$ cat config.mk
export PLATFORM = sky130hd
export DESIGN_NAME = direct_mapped_read_cache
export DESIGN_NICKNAME = d
export VERILOG_FILES = /design/src/hw/rtl/drc_pkg.sv /design/src/hw/rtl/drc_queue.sv /design/src/hw/rtl/drc_front.sv /design/src/hw/rtl/drc_back.sv /design/src/hw/rtl/direct_mapped_read_cache.sv
export VERILOG_INCLUDE_DIRS = /design/src /design/src/hw/rtl
export SDC_FILE = /design/constraint.sdc
export NUM_CORES = 2
export LEC_CHECK = 0
export ABC_AREA = 1
export BUFFER_PORTS_ARGS = -buffer_cell sky130_fd_sc_hd__buf_2
export CAP_MARGIN = 40
export CORE_AREA = 2 2 665 667
export CTS_BUF_LIST = sky130_fd_sc_hd__clkbuf_4
export DETAILED_ROUTE_END_ITERATION = 8
export DIE_AREA = 0 0 667 669
export GPL_TIMING_DRIVEN = 0
export PLACE_DENSITY_LB_ADDON = 0.3
export REMOVE_ABC_BUFFERS = 1
export SLEW_MARGIN = 15
export SYNTH_ARGS = -nofsm -noshare
export SYNTH_HDL_FRONTEND = slang
export SYNTH_SLANG_ARGS = --single-unit
$ cat constraint.sdc
create_clock -name clock -period 16.4 [get_ports clock]
set_input_delay 1.64 -clock clock [delete_from_list [all_inputs] [get_ports clock]]
set_output_delay 1.64 -clock clock [all_outputs]
set_load 0.005 [all_outputs]
$ cat src/hw/rtl/assert_macros.svh
// assertion macros for the top level, which checks itself
`ifndef ASSERT_MACROS_SVH
`define ASSERT_MACROS_SVH

// same-cycle implication
`define ASSERT_IMPLIES(label, clk, rst, pre, post, msg) \
   label: assert property (@(posedge clk) disable iff (rst) (pre) |-> (post)) \
      else $error(msg);

// next-cycle implication
`define ASSERT_NEXT(label, clk, rst, pre, post, msg) \
   label: assert property (@(posedge clk) disable iff (rst) (pre) |=> (post)) \
      else $error(msg);

`endif

$ cat src/hw/rtl/drc_pkg.sv
// shared types, codes and helpers of the direct-mapped read cache
package drc_pkg;

   localparam int ADDR_W      = 32;
   localparam int DATA_W      = 64;
   localparam int BYTE_W      = 8;
   localparam int COUNT_W     = 32;
   localparam int BEAT_BYTES  = 8;
   localparam int BYTE_SEL_W  = 3;
   localparam int QUEUE_DEPTH = 2;

   typedef enum logic [1:0] {
      STAT_DATA   = 2'd0,
      STAT_REFILL = 2'd1,
      STAT_BEAT   = 2'd2,
      STAT_ERROR  = 2'd3
   } status_type;

   typedef enum logic {
      OP_READ = 1'b0,
      OP_FILL = 1'b1
   } op_type;

   typedef enum logic [1:0] {
      BK_CLEAR,
      BK_IDLE,
      BK_LOOKUP
   } back_state_type;

   typedef struct packed {
      op_type              op;
      logic [ADDR_W-1:0]   addr;
      logic [DATA_W-1:0]   data;
   } item_type;

   typedef struct packed {
      status_type          status;
      logic [BYTE_W-1:0]   read_byte;
      logic                was_hit;
      logic [ADDR_W-1:0]   refill_address;
   } result_type;

   typedef struct packed {
      logic pop;
      logic hold;
   } back_ctl_type;

   // pick one byte out of a 64-bit line word
   function automatic logic [BYTE_W-1:0] byte_of(input logic [DATA_W-1:0] word,
                                                 input logic [BYTE_SEL_W-1:0] sel);
      return word[{sel, 3'b000} +: BYTE_W];
   endfunction

endpackage

$ cat src/hw/rtl/drc_queue.sv
// two-entry item queue between the front and the back of the cache
module drc_queue (
   input  logic               clock,
   input  logic               reset,
   input  logic               push,
   input  drc_pkg::item_type  push_item,
   output logic               full,
   input  logic               pop,
   output drc_pkg::item_type  head,
   output logic               head_valid
);

   localparam int PTR_W = $clog2(drc_pkg::QUEUE_DEPTH);
   localparam int CNT_W = $clog2(drc_pkg::QUEUE_DEPTH + 1);
   localparam logic [CNT_W-1:0] DEPTH_CNT = CNT_W'(drc_pkg::QUEUE_DEPTH);

   drc_pkg::item_type  entry_ff [drc_pkg::QUEUE_DEPTH];
   logic [PTR_W-1:0]   wr_ptr_ff, wr_ptr_in;
   logic [PTR_W-1:0]   rd_ptr_ff, rd_ptr_in;
   logic [CNT_W-1:0]   count_ff, count_in;

   // status toward both sides
   assign full       = (count_ff == DEPTH_CNT);
   assign head_valid = (count_ff != '0);
   assign head       = entry_ff[rd_ptr_ff];

   // pointer and fill count update
   always_comb begin
      wr_ptr_in = push ? wr_ptr_ff + PTR_W'(1) : wr_ptr_ff;
      rd_ptr_in = pop  ? rd_ptr_ff + PTR_W'(1) : rd_ptr_ff;
      count_in  = count_ff + CNT_W'(push) - CNT_W'(pop);
   end

   always_ff @(posedge clock) begin
      if (reset) begin
         wr_ptr_ff <= '0;
         rd_ptr_ff <= '0;
         count_ff  <= '0;
      end else begin
         wr_ptr_ff <= wr_ptr_in;
         rd_ptr_ff <= rd_ptr_in;
         count_ff  <= count_in;
      end
   end

   // entry storage
   always_ff @(posedge clock) begin
      if (push) begin
         entry_ff[wr_ptr_ff] <= push_item;
      end
   end

endmodule

$ cat src/hw/rtl/drc_front.sv
// front end: takes request items, classifies and masks them, queues them
module drc_front #(
   parameter int ADDR_BITS = 32
) (
   input  logic                          clock,
   input  logic                          reset,
   input  logic                          req_valid,
   output logic                          req_ready,
   input  logic                          req_kind,
   input  logic [drc_pkg::ADDR_W-1:0]    req_byte_address,
   input  logic [drc_pkg::DATA_W-1:0]    req_fill_data,
   input  drc_pkg::back_ctl_type         ctl,
   output drc_pkg::item_type             head,
   output logic                          head_valid
);

   localparam int EFF_BITS = (ADDR_BITS < drc_pkg::ADDR_W) ? ADDR_BITS : drc_pkg::ADDR_W;
   localparam logic [drc_pkg::ADDR_W-1:0] ADDR_ONE = 1;
   localparam logic [drc_pkg::ADDR_W-1:0] ADDR_MASK =
      (EFF_BITS >= drc_pkg::ADDR_W) ? '1 : ((ADDR_ONE << EFF_BITS) - ADDR_ONE);

   drc_pkg::item_type item;
   logic              full;
   logic              push;

   // classify the item and drop address bits above the address width
   always_comb begin
      item.op   = req_kind ? drc_pkg::OP_FILL : drc_pkg::OP_READ;
      item.addr = req_byte_address & ADDR_MASK;
      item.data = req_fill_data;
   end

   // no items during the tag clear pass
   assign req_ready = !full && !ctl.hold;
   assign push      = req_valid && req_ready;

   drc_queue u_queue (
      .clock      (clock),
      .reset      (reset),
      .push       (push),
      .push_item  (item),
      .full       (full),
      .pop        (ctl.pop),
      .head       (head),
      .head_valid (head_valid)
   );

endmodule

$ cat src/hw/rtl/drc_back.sv
// back end: tag and data arrays, lookup, refill sequencing and counters
module drc_back #(
   parameter int NUM_SETS   = 8,
   parameter int LINE_BYTES = 32,
   parameter int ADDR_BITS  = 32
) (
   input  logic                          clock,
   input  logic                          reset,
   input  drc_pkg::item_type             head,
   input  logic                          head_valid,
   output drc_pkg::back_ctl_type         ctl,
   output drc_pkg::result_type           res,
   output logic                          res_valid,
   input  logic                          res_ready,
   output logic [drc_pkg::COUNT_W-1:0]   hits,
   output logic [drc_pkg::COUNT_W-1:0]   misses
);

   localparam int ADDR_W    = drc_pkg::ADDR_W;
   localparam int OFF_W     = $clog2(LINE_BYTES);
   localparam int SET_W     = $clog2(NUM_SETS);
   localparam int BEATS     = LINE_BYTES / drc_pkg::BEAT_BYTES;
   localparam int LOG_BEATS = $clog2(BEATS);
   localparam int BEAT_W    = (BEATS > 1) ? LOG_BEATS : 1;
   localparam int WORDS     = NUM_SETS * BEATS;
   localparam int WORD_W    = SET_W + LOG_BEATS;
   localparam int EFF_BITS  = (ADDR_BITS < ADDR_W) ? ADDR_BITS : ADDR_W;
   localparam int TAG_LSB   = OFF_W + SET_W;
   localparam int TAG_W     = (EFF_BITS > TAG_LSB) ? EFF_BITS - TAG_LSB : 1;
   localparam int SEL_W     = drc_pkg::BYTE_SEL_W;
   localparam logic [ADDR_W-1:0] ADDR_ONE  = 1;
   localparam logic [ADDR_W-1:0] OFF_ONES  = (ADDR_ONE << OFF_W) - ADDR_ONE;
   localparam logic [BEAT_W-1:0] LAST_BEAT = BEAT_W'(BEATS - 1);
   localparam logic [SET_W-1:0]  LAST_SET  = SET_W'(NUM_SETS - 1);

   // tag array entry: valid bit over the tag
   logic [TAG_W:0]               tag_mem [NUM_SETS];
   logic [drc_pkg::DATA_W-1:0]   word_mem [WORDS];
   logic [TAG_W:0]               tag_rd_ff;
   logic [drc_pkg::DATA_W-1:0]   word_rd_ff;

   logic                         tag_re, tag_we, word_re, word_we;
   logic [SET_W-1:0]             tag_raddr, tag_waddr;
   logic [TAG_W:0]               tag_wdata;
   logic [WORD_W-1:0]            word_raddr, word_waddr;
   logic [drc_pkg::DATA_W-1:0]   word_wdata;

   drc_pkg::back_state_type      state_ff, state_in;
   logic [SET_W-1:0]             clr_idx_ff, clr_idx_in;
   logic                         pend_ff, pend_in;
   logic [ADDR_W-1:0]            pend_addr_ff, pend_addr_in;
   logic [BEAT_W-1:0]            beat_ff, beat_in;
   logic [drc_pkg::BYTE_W-1:0]   pend_byte_ff, pend_byte_in;
   logic [ADDR_W-1:0]            lk_addr_ff, lk_addr_in;
   logic [drc_pkg::COUNT_W-1:0]  hit_cnt_ff, hit_cnt_in;
   logic [drc_pkg::COUNT_W-1:0]  miss_cnt_ff, miss_cnt_in;

   // address fields of the queue head, the lookup and the pending fill
   logic [SET_W-1:0]             hd_set, lk_set, pd_set;
   logic [OFF_W-1:0]             hd_off, lk_off, pd_off;
   logic [TAG_W-1:0]             lk_tag, pd_tag;
   logic [BEAT_W-1:0]            pd_target;
   logic                         lk_hit, last_beat, target_beat;

   always_comb begin
      hd_set    = SET_W'(head.addr >> OFF_W);
      hd_off    = head.addr[OFF_W-1:0];
      lk_set    = SET_W'(lk_addr_ff >> OFF_W);
      lk_off    = lk_addr_ff[OFF_W-1:0];
      lk_tag    = TAG_W'(lk_addr_ff >> TAG_LSB);
      pd_set    = SET_W'(pend_addr_ff >> OFF_W);
      pd_off    = pend_addr_ff[OFF_W-1:0];
      pd_tag    = TAG_W'(pend_addr_ff >> TAG_LSB);
      pd_target = BEAT_W'(pd_off >> SEL_W);
      lk_hit    = tag_rd_ff[TAG_W] && (tag_rd_ff[TAG_W-1:0] == lk_tag);
      last_beat   = (beat_ff == LAST_BEAT);
      target_beat = (beat_ff == pd_target);
   end

   assign hits   = hit_cnt_ff;
   assign misses = miss_cnt_ff;

   // next state
   always_comb begin
      state_in = state_ff;
      unique case (state_ff)
         drc_pkg::BK_CLEAR: begin
            if (clr_idx_ff == LAST_SET) begin
               state_in = drc_pkg::BK_IDLE;
            end
         end
         drc_pkg::BK_IDLE: begin
            if (head_valid && head.op == drc_pkg::OP_READ && !pend_ff) begin
               state_in = drc_pkg::BK_LOOKUP;
            end
         end
         drc_pkg::BK_LOOKUP: begin
            if (res_ready) begin
               state_in = drc_pkg::BK_IDLE;
            end
         end
         default: state_in = drc_pkg::BK_CLEAR;
      endcase
   end

   // outputs, array ports and state updates
   always_comb begin
      ctl.pop      = 1'b0;
      ctl.hold     = (state_ff == drc_pkg::BK_CLEAR);
      res          = '0;
      res_valid    = 1'b0;
      tag_re       = 1'b0;
      tag_raddr    = hd_set;
      tag_we       = 1'b0;
      tag_waddr    = clr_idx_ff;
      tag_wdata    = '0;
      word_re      = 1'b0;
      word_raddr   = (WORD_W'(hd_set) << LOG_BEATS) | WORD_W'(hd_off >> SEL_W);
      word_we      = 1'b0;
      word_waddr   = (WORD_W'(pd_set) << LOG_BEATS) | WORD_W'(beat_ff);
      word_wdata   = head.data;
      clr_idx_in   = clr_idx_ff;
      pend_in      = pend_ff;
      pend_addr_in = pend_addr_ff;
      beat_in      = beat_ff;
      pend_byte_in = pend_byte_ff;
      lk_addr_in   = lk_addr_ff;
      hit_cnt_in   = hit_cnt_ff;
      miss_cnt_in  = miss_cnt_ff;

      unique case (state_ff)
         // invalidate one set per cycle after reset
         drc_pkg::BK_CLEAR: begin
            tag_we     = 1'b1;
            clr_idx_in = clr_idx_ff + SET_W'(1);
         end

         drc_pkg::BK_IDLE: begin
            if (head_valid) begin
               if (head.op == drc_pkg::OP_READ && !pend_ff) begin
                  // start a lookup: both arrays read at the head address
                  tag_re     = 1'b1;
                  word_re    = 1'b1;
                  ctl.pop    = 1'b1;
                  lk_addr_in = head.addr;
               end else if (head.op == drc_pkg::OP_FILL && pend_ff) begin
                  // refill beat: write the word, keep the wanted byte
                  res_valid = 1'b1;
                  if (last_beat) begin
                     res.status    = drc_pkg::STAT_DATA;
                     res.read_byte = target_beat
                                     ? drc_pkg::byte_of(head.data, pd_off[SEL_W-1:0])
                                     : pend_byte_ff;
                  end else begin
                     res.status = drc_pkg::STAT_BEAT;
                  end
                  if (res_ready) begin
                     ctl.pop = 1'b1;
                     word_we = 1'b1;
                     if (target_beat) begin
                        pend_byte_in = drc_pkg::byte_of(head.data, pd_off[SEL_W-1:0]);
                     end
                     if (last_beat) begin
                        tag_we    = 1'b1;
                        tag_waddr = pd_set;
                        tag_wdata = {1'b1, pd_tag};
                        pend_in   = 1'b0;
                        beat_in   = '0;
                     end else begin
                        beat_in = beat_ff + BEAT_W'(1);
                     end
                  end
               end else begin
                  // read during a refill, or a beat with no refill open
                  res_valid  = 1'b1;
                  res.status = drc_pkg::STAT_ERROR;
                  ctl.pop    = res_ready;
               end
            end
         end

         // compare the tag and answer the read
         drc_pkg::BK_LOOKUP: begin
            res_valid = 1'b1;
            if (lk_hit) begin
               res.status    = drc_pkg::STAT_DATA;
               res.read_byte = drc_pkg::byte_of(word_rd_ff, lk_off[SEL_W-1:0]);
               res.was_hit   = 1'b1;
            end else begin
               res.status         = drc_pkg::STAT_REFILL;
               res.refill_address = lk_addr_ff & ~OFF_ONES;
            end
            if (res_ready) begin
               if (lk_hit) begin
                  hit_cnt_in = hit_cnt_ff + drc_pkg::COUNT_W'(1);
               end else begin
                  miss_cnt_in  = miss_cnt_ff + drc_pkg::COUNT_W'(1);
                  pend_in      = 1'b1;
                  pend_addr_in = lk_addr_ff;
                  beat_in      = '0;
               end
            end
         end

         default: begin
            ctl.hold = 1'b1;
         end
      endcase
   end

   // control registers
   always_ff @(posedge clock) begin
      if (reset) begin
         state_ff     <= drc_pkg::BK_CLEAR;
         clr_idx_ff   <= '0;
         pend_ff      <= 1'b0;
         pend_addr_ff <= '0;
         beat_ff      <= '0;
         hit_cnt_ff   <= '0;
         miss_cnt_ff  <= '0;
      end else begin
         state_ff     <= state_in;
         clr_idx_ff   <= clr_idx_in;
         pend_ff      <= pend_in;
         pend_addr_ff <= pend_addr_in;
         beat_ff      <= beat_in;
         hit_cnt_ff   <= hit_cnt_in;
         miss_cnt_ff  <= miss_cnt_in;
      end
   end

   // payload registers
   always_ff @(posedge clock) begin
      pend_byte_ff <= pend_byte_in;
      lk_addr_ff   <= lk_addr_in;
   end

   // tag array
   always_ff @(posedge clock) begin
      if (tag_we) begin
         tag_mem[tag_waddr] <= tag_wdata;
      end
      if (tag_re) begin
         tag_rd_ff <= tag_mem[tag_raddr];
      end
   end

   // line data array
   always_ff @(posedge clock) begin
      if (word_we) begin
         word_mem[word_waddr] <= word_wdata;
      end
      if (word_re) begin
         word_rd_ff <= word_mem[word_raddr];
      end
   end

endmodule

$ cat src/hw/rtl/direct_mapped_read_cache.sv
// top level of the direct-mapped read cache: front, back and result register
//
// Read-only direct-mapped byte cache, NUM_SETS lines of LINE_BYTES bytes.
// Request channel (req_): kind 0 is a byte read, kind 1 is a 64-bit refill
// beat. Every item gives exactly one result item on the rsp_ channel.
// A hit answers with the byte; a miss answers with a refill request for the
// aligned line, after which LINE_BYTES/8 beats are sent in order; the last
// beat answers with the requested byte. Reads during a refill and beats with
// no refill open get an error status.
// A read passes through the back end as a registered tag and data array
// read, then the compare; a beat or an error is answered from the queue head.
// The back end pops no other item while a read is in its compare.
// The front accepts one item per cycle into a 2-entry queue while it has room.
// Reset: synchronous; afterwards a clear pass invalidates every set of the
// tag array, with req_ready low during it.
// A stalled receiver holds the result register; the queue then fills and
// req_ready drops, with no item lost.
module direct_mapped_read_cache #(
   parameter int NUM_SETS   = 8,
   parameter int LINE_BYTES = 32,
   parameter int ADDR_BITS  = 32
) (
   input  logic                          clock,
   input  logic                          reset,
   input  logic                          req_valid,
   output logic                          req_ready,
   input  logic                          req_kind,
   input  logic [drc_pkg::ADDR_W-1:0]    req_byte_address,
   input  logic [drc_pkg::DATA_W-1:0]    req_fill_data,
   output logic                          rsp_valid,
   input  logic                          rsp_ready,
   output logic [1:0]                    rsp_status,
   output logic [drc_pkg::BYTE_W-1:0]    rsp_read_byte,
   output logic                          rsp_was_hit,
   output logic [drc_pkg::ADDR_W-1:0]    rsp_refill_address,
   output logic [drc_pkg::COUNT_W-1:0]   rsp_hits_so_far,
   output logic [drc_pkg::COUNT_W-1:0]   rsp_misses_so_far
);

`include "assert_macros.svh"

   drc_pkg::back_ctl_type  ctl;
   drc_pkg::item_type      head;
   logic                   head_valid;
   drc_pkg::result_type    res;
   logic                   res_valid;
   logic                   slot_free;
   logic                   res_fire;
   logic                   refill_fire;
   logic                   hit_fire;
   logic                   rsp_valid_ff, rsp_valid_in;
   drc_pkg::result_type    rsp_item_ff;

   drc_front #(
      .ADDR_BITS (ADDR_BITS)
   ) u_front (
      .clock            (clock),
      .reset            (reset),
      .req_valid        (req_valid),
      .req_ready        (req_ready),
      .req_kind         (req_kind),
      .req_byte_address (req_byte_address),
      .req_fill_data    (req_fill_data),
      .ctl              (ctl),
      .head             (head),
      .head_valid       (head_valid)
   );

   drc_back #(
      .NUM_SETS   (NUM_SETS),
      .LINE_BYTES (LINE_BYTES),
      .ADDR_BITS  (ADDR_BITS)
   ) u_back (
      .clock      (clock),
      .reset      (reset),
      .head       (head),
      .head_valid (head_valid),
      .ctl        (ctl),
      .res        (res),
      .res_valid  (res_valid),
      .res_ready  (slot_free),
      .hits       (rsp_hits_so_far),
      .misses     (rsp_misses_so_far)
   );

   // result register: loads when empty or being drained
   assign slot_free    = !rsp_valid_ff || rsp_ready;
   assign res_fire     = res_valid && slot_free;
   assign rsp_valid_in = res_fire || (rsp_valid_ff && !rsp_ready);

   always_ff @(posedge clock) begin
      if (reset) begin
         rsp_valid_ff <= 1'b0;
      end else begin
         rsp_valid_ff <= rsp_valid_in;
      end
   end

   always_ff @(posedge clock) begin
      if (res_fire) begin
         rsp_item_ff <= res;
      end
   end

   assign rsp_valid          = rsp_valid_ff;
   assign rsp_status         = rsp_item_ff.status;
   assign rsp_read_byte      = rsp_item_ff.read_byte;
   assign rsp_was_hit        = rsp_item_ff.was_hit;
   assign rsp_refill_address = rsp_item_ff.refill_address;

   // result kinds that move the counters
   assign refill_fire = res_fire && (res.status == drc_pkg::STAT_REFILL);
   assign hit_fire    = res_fire && res.was_hit;

   // checks
   `ASSERT_IMPLIES(a_clear_blocks_input, clock, reset, ctl.hold, !req_ready, "item in clear")
   `ASSERT_NEXT(a_miss_on_refill, clock, reset, !refill_fire, $stable(rsp_misses_so_far), "miss")
   `ASSERT_NEXT(a_hit_on_hit, clock, reset, !hit_fire, $stable(rsp_hits_so_far), "stray hit")

endmodule
==> metrics <==
result of the run=completed; H-tree level count=6; leading register cell type out of synthesis=edfxtp_1; Reg power frac=0.455; number of vias per cell after detailed routing=4.69; Max Cap Viol=0; share of synthesized registers carrying an async set or reset=0; Global Route Usage Sum=0.153; number of optimization iterations in the first detailed-route pass=6; arrival time worst endpoint=7.62 ns; final net count=9696; internal cell power=12.4 mW; average detailed-routed wire length per instance=22.4 um; normalized max-slew margin=0.280; worst hold path type=register to register; synth warn=0; latest clock arrival within the worst-skew pair=1.40 ns; switching fraction of total power=0.329; cell depth of the worst flop-to-flop path=20; final count of pins violating max slew=0; via count of the first global-routing pass=70900; Critical Path Sink Type=register; critical path start-end classification=register to register; setup repair bufs after CTS=0; Final setup violation count=0; worst IR drop on VDD=0.0000759 V; overall die width=667 um; Worst setup SP type=register; Min Clock Period, post-route=6.43 ns; via total after detailed routing=74400; Pleak=44.0 nW; Critical Path Sink=u_back.word_rd_ff[63]$_DFFE_PP_; TritonCTS sink count=2719; cell chain of the critical path=buf_16 -> buf_16 -> inv_6 -> buf_16 -> nand2_2 -> nand2_8 -> buf_16 -> buf_16 -> inv_8 -> buf_16 -> buf_16 -> buf_16 -> nor2_1 -> nor2_1 -> o21ai_1 -> o211ai_1 -> nand3_1 -> nand2_1 -> nand2_1 -> nand2_1; buffers added on ports=204; number of remaining DRC errors=0; final estimated routing congestion in global placement=0.817; cts repair resizes=0; unrepaired setup endpoints after global routing=no; number of different library cells in the post-synthesis netlist=43; largest net degree at the start of global routing=171; Clk Tree Root Cell=clkbuf_4; clock transition time at the flip-flop clock pins of the worst setup and hold paths=0.07 ns; actual transition at the worst max-transition pin=1.08 ns; effective utilization at floorplan=0.249; mean instance size in the synthesized netlist=12.2 sq um; Netlist Area Pre-Place=109000 sq um; site row count=244; Cells after Synth=8968; Congestion Overflow GR=0; logic gate share of total power=0.247; CP Max Fanout=118; fraction of the yosys area taken by sequential cells=0.736; Synth-to-Final Area Change=19.3%; fraction of layout cells with a size suffix above 1=0.160; reg-to-reg endpoint=u_back.word_rd_ff[63]$_DFFE_PP_; antenna violations before repair=32; worst endpoint required time=17.59 ns; setup clock skew after layout=0.166 ns; largest stage delay on the critical path=0.63 ns; Core Region=440000 sq um; Max clock buf depth=4; Die ar.=446000 sq um; number of enable-type register cells in the synthesized netlist=2609; count of final hold-check violations=0; wire length of the first global-routing pass=502000 um; number of hold-repair buffers added at the cts stage=0; post-route ant nets=0; period utilization=0.392; clock tree from TritonCTS=built; clock share of power=0.298; cell mode on critical path=buf_16; final design area excluding fillers=131000 sq um; final core utilization=0.297; number of flip-flops and latches in the synthesized netlist=2719; Max Clk Rate=156 MHz; Filler Cells Inserted=44900; initial drt markers=6287; Worst R2R Setup Slack=9.97 ns; pwr dens=142 nW/um^2; area after detailed placement=122000 sq um; Psw=6.11 mW; DRT Wirelength=355000 um; Ports=210; TritonCTS buffer count=667; slowest CP cell=dfxtp_4; height of the die=669 um; HPWL after detailed placement=220000 um
==> state kept, by name, summed over array words and instances, names as in the netlist, 2 cells and up, named ones only <==
register	cells
u_back.word_mem	2048
u_back.tag_mem	200
u_front.u_queue.entry_ff	194
u_back.word_rd_ff	64
u_back.hits	32
u_back.lk_addr_ff	32
u_back.misses	32
u_back.pend_addr_ff	32
rsp_refill_address	27
u_back.tag_rd_ff	25
rsp_read_byte	8
u_back.pend_byte_ff	8
u_back.clr_idx_ff	3
rsp_status	2
u_back.beat_ff	2
u_back.state_ff	2
u_front.u_queue.count_ff	2
==> kinds of logic after synthesis <==
| logic type | Yosys count | synth area share |
|---|---|---|
| compound gates | 1908 | 0.0979 |
| xor+xnor | 35 | 0.00280 |
| fa+ha+maj | 16 | 0.00183 |
| buf+inv | 883 | 0.0355 |
| flops | 2719 | 0.736 |
| other cells | 1 | 0.0000343 |
| simple gates | 3406 | 0.126 |
==> synthesized netlist by cell type (110+ instances only) <==
| cell | number | share of area |
|---|---|---|
| o22ai_1 | 398 | 0.023 |
| nand3_1 | 411 | 0.019 |
| o211ai_1 | 215 | 0.015 |
| nand2_1 | 1296 | 0.044 |
| edfxtp_1 | 2609 | 0.72 |
| clkbuf_1 | 199 | 0.0068 |
| inv_1 | 299 | 0.010 |
| dfxtp_1 | 110 | 0.020 |
| o21ai_1 | 273 | 0.012 |
| o21ai_0 | 897 | 0.041 |
| nor2_1 | 1519 | 0.052 |
| buf_2 | 272 | 0.012 |
==> per-layer routing <==
layer / vias to the layer above / global-route usage / share of wire
li1: 34000 / - / -
met1: 37300 / 0.183 / 0.39
met2: 2461 / 0.272 / 0.51
met3: 641 / 0.0218 / 0.053
met4: 14 / 0.0676 / 0.043
met5: - / 0 / 0.00024
==> layout make-up <==
type | count | area, sq um | area share
diodes | 21 | 52.6 | 0.000402
clock buffers | 963 | 7230 | 0.0554
clock inverters | 187 | 952 | 0.00729
inverters | 314 | 1240 | 0.00948
multi-input cells | 5370 | 25400 | 0.195
flip-flops and latches | 2719 | 80600 | 0.617
well taps | 5781 | 7230 | 0.0554
repair buffers | 507 | 7890 | 0.0604
==> per-stage QoR <==
stage                     hold slack, ns  setup WS [ns]  setup TNS [ns]  power (mW)  std cells
final                              0.439           9.97               0        18.6      15900
after global routing               0.342           9.57               0        19.5      15900
after CTS                          0.292           9.94               0        18.7      15800
after detailed placement           0.430           9.83               0        13.2      14700
after global placement             0.435         -75.01        -9871.46        13.4      14400
after floorplan                    0.426         -16.97        -1082.79        11.3       8403
==> power groups by stage <==
stage                     combinational [mW]  clock, mW  sequential [mW]
final                                   4.59       5.52             8.45
after global routing                    5.03       6.00             8.47
after CTS                               4.59       5.68             8.45
after detailed placement                4.57          0             8.60
after global placement                  4.72          0             8.69
after floorplan                         2.77          0             8.58
==> critical path, delay by kind of cell, from the launching register on <==
family / cells / cell delay [ns]
AOI/OAI and AO/OA: 2 / 0.20
buffers and inverters: 10 / 3.39
and+or+nand+nor: 8 / 1.32
DFF: 1 / 0.63
==> worst min-delay path by stage <==
| stage | startpoint | to | slack (ns) | depth (start not counted) |
|---|---|---|---|---|
| 6_report | u_front.u_queue.rd_ptr_ff$_SDFFE_PP0P_ | register | 0.44 | 1 |
| 5_1_grt | req_fill_data[26] | u_front.u_queue.entry_ff[1][26]$_DFFE_PP_ | 0.34 | 1 |
| 4_1_cts | req_fill_data[26] | u_front.u_queue.entry_ff[1][26]$_DFFE_PP_ | 0.29 | 1 |
| 3_5_place_dp | u_front.u_queue.rd_ptr_ff$_SDFFE_PP0P_ | register | 0.43 | 1 |
| 3_3_place_gp | u_front.u_queue.rd_ptr_ff$_SDFFE_PP0P_ | u_front.u_queue.rd_ptr_ff$_SDFFE_PP0P_ | 0.44 | 1 |
| 2_1_floorplan | u_front.u_queue.rd_ptr_ff$_SDFFE_PP0P_ | register | 0.43 | 1 |
==> layout by cell type, fill, tap and decap left out, types with 6 or more instances in the layout <==
cell type / instances
a21oi_1: 75
a31oi_1: 25
and2_1: 56
buf_12: 158
buf_16: 122
buf_2: 203
buf_8: 15
bufinv_16: 7
clkbuf_4: 963
clkinv_1: 140
clkinv_2: 18
clkinvlp_4: 7
dfxtp_1: 107
diode_2: 21
edfxtp_1: 2609
ha_1: 15
inv_1: 297
inv_2: 20
nand2_1: 1293
nand2_2: 6
nand3_1: 411
nand3b_1: 10
nand4_1: 68
nor2_1: 1473
nor2_4: 46
nor3_1: 22
o211ai_1: 215
o21ai_0: 897
o21ai_1: 272
o21bai_1: 6
o221ai_1: 16
o22ai_1: 398
or2_2: 6
xnor2_1: 13
xor2_1: 22
No activity file was read; power rests on OpenSTA's default activity.
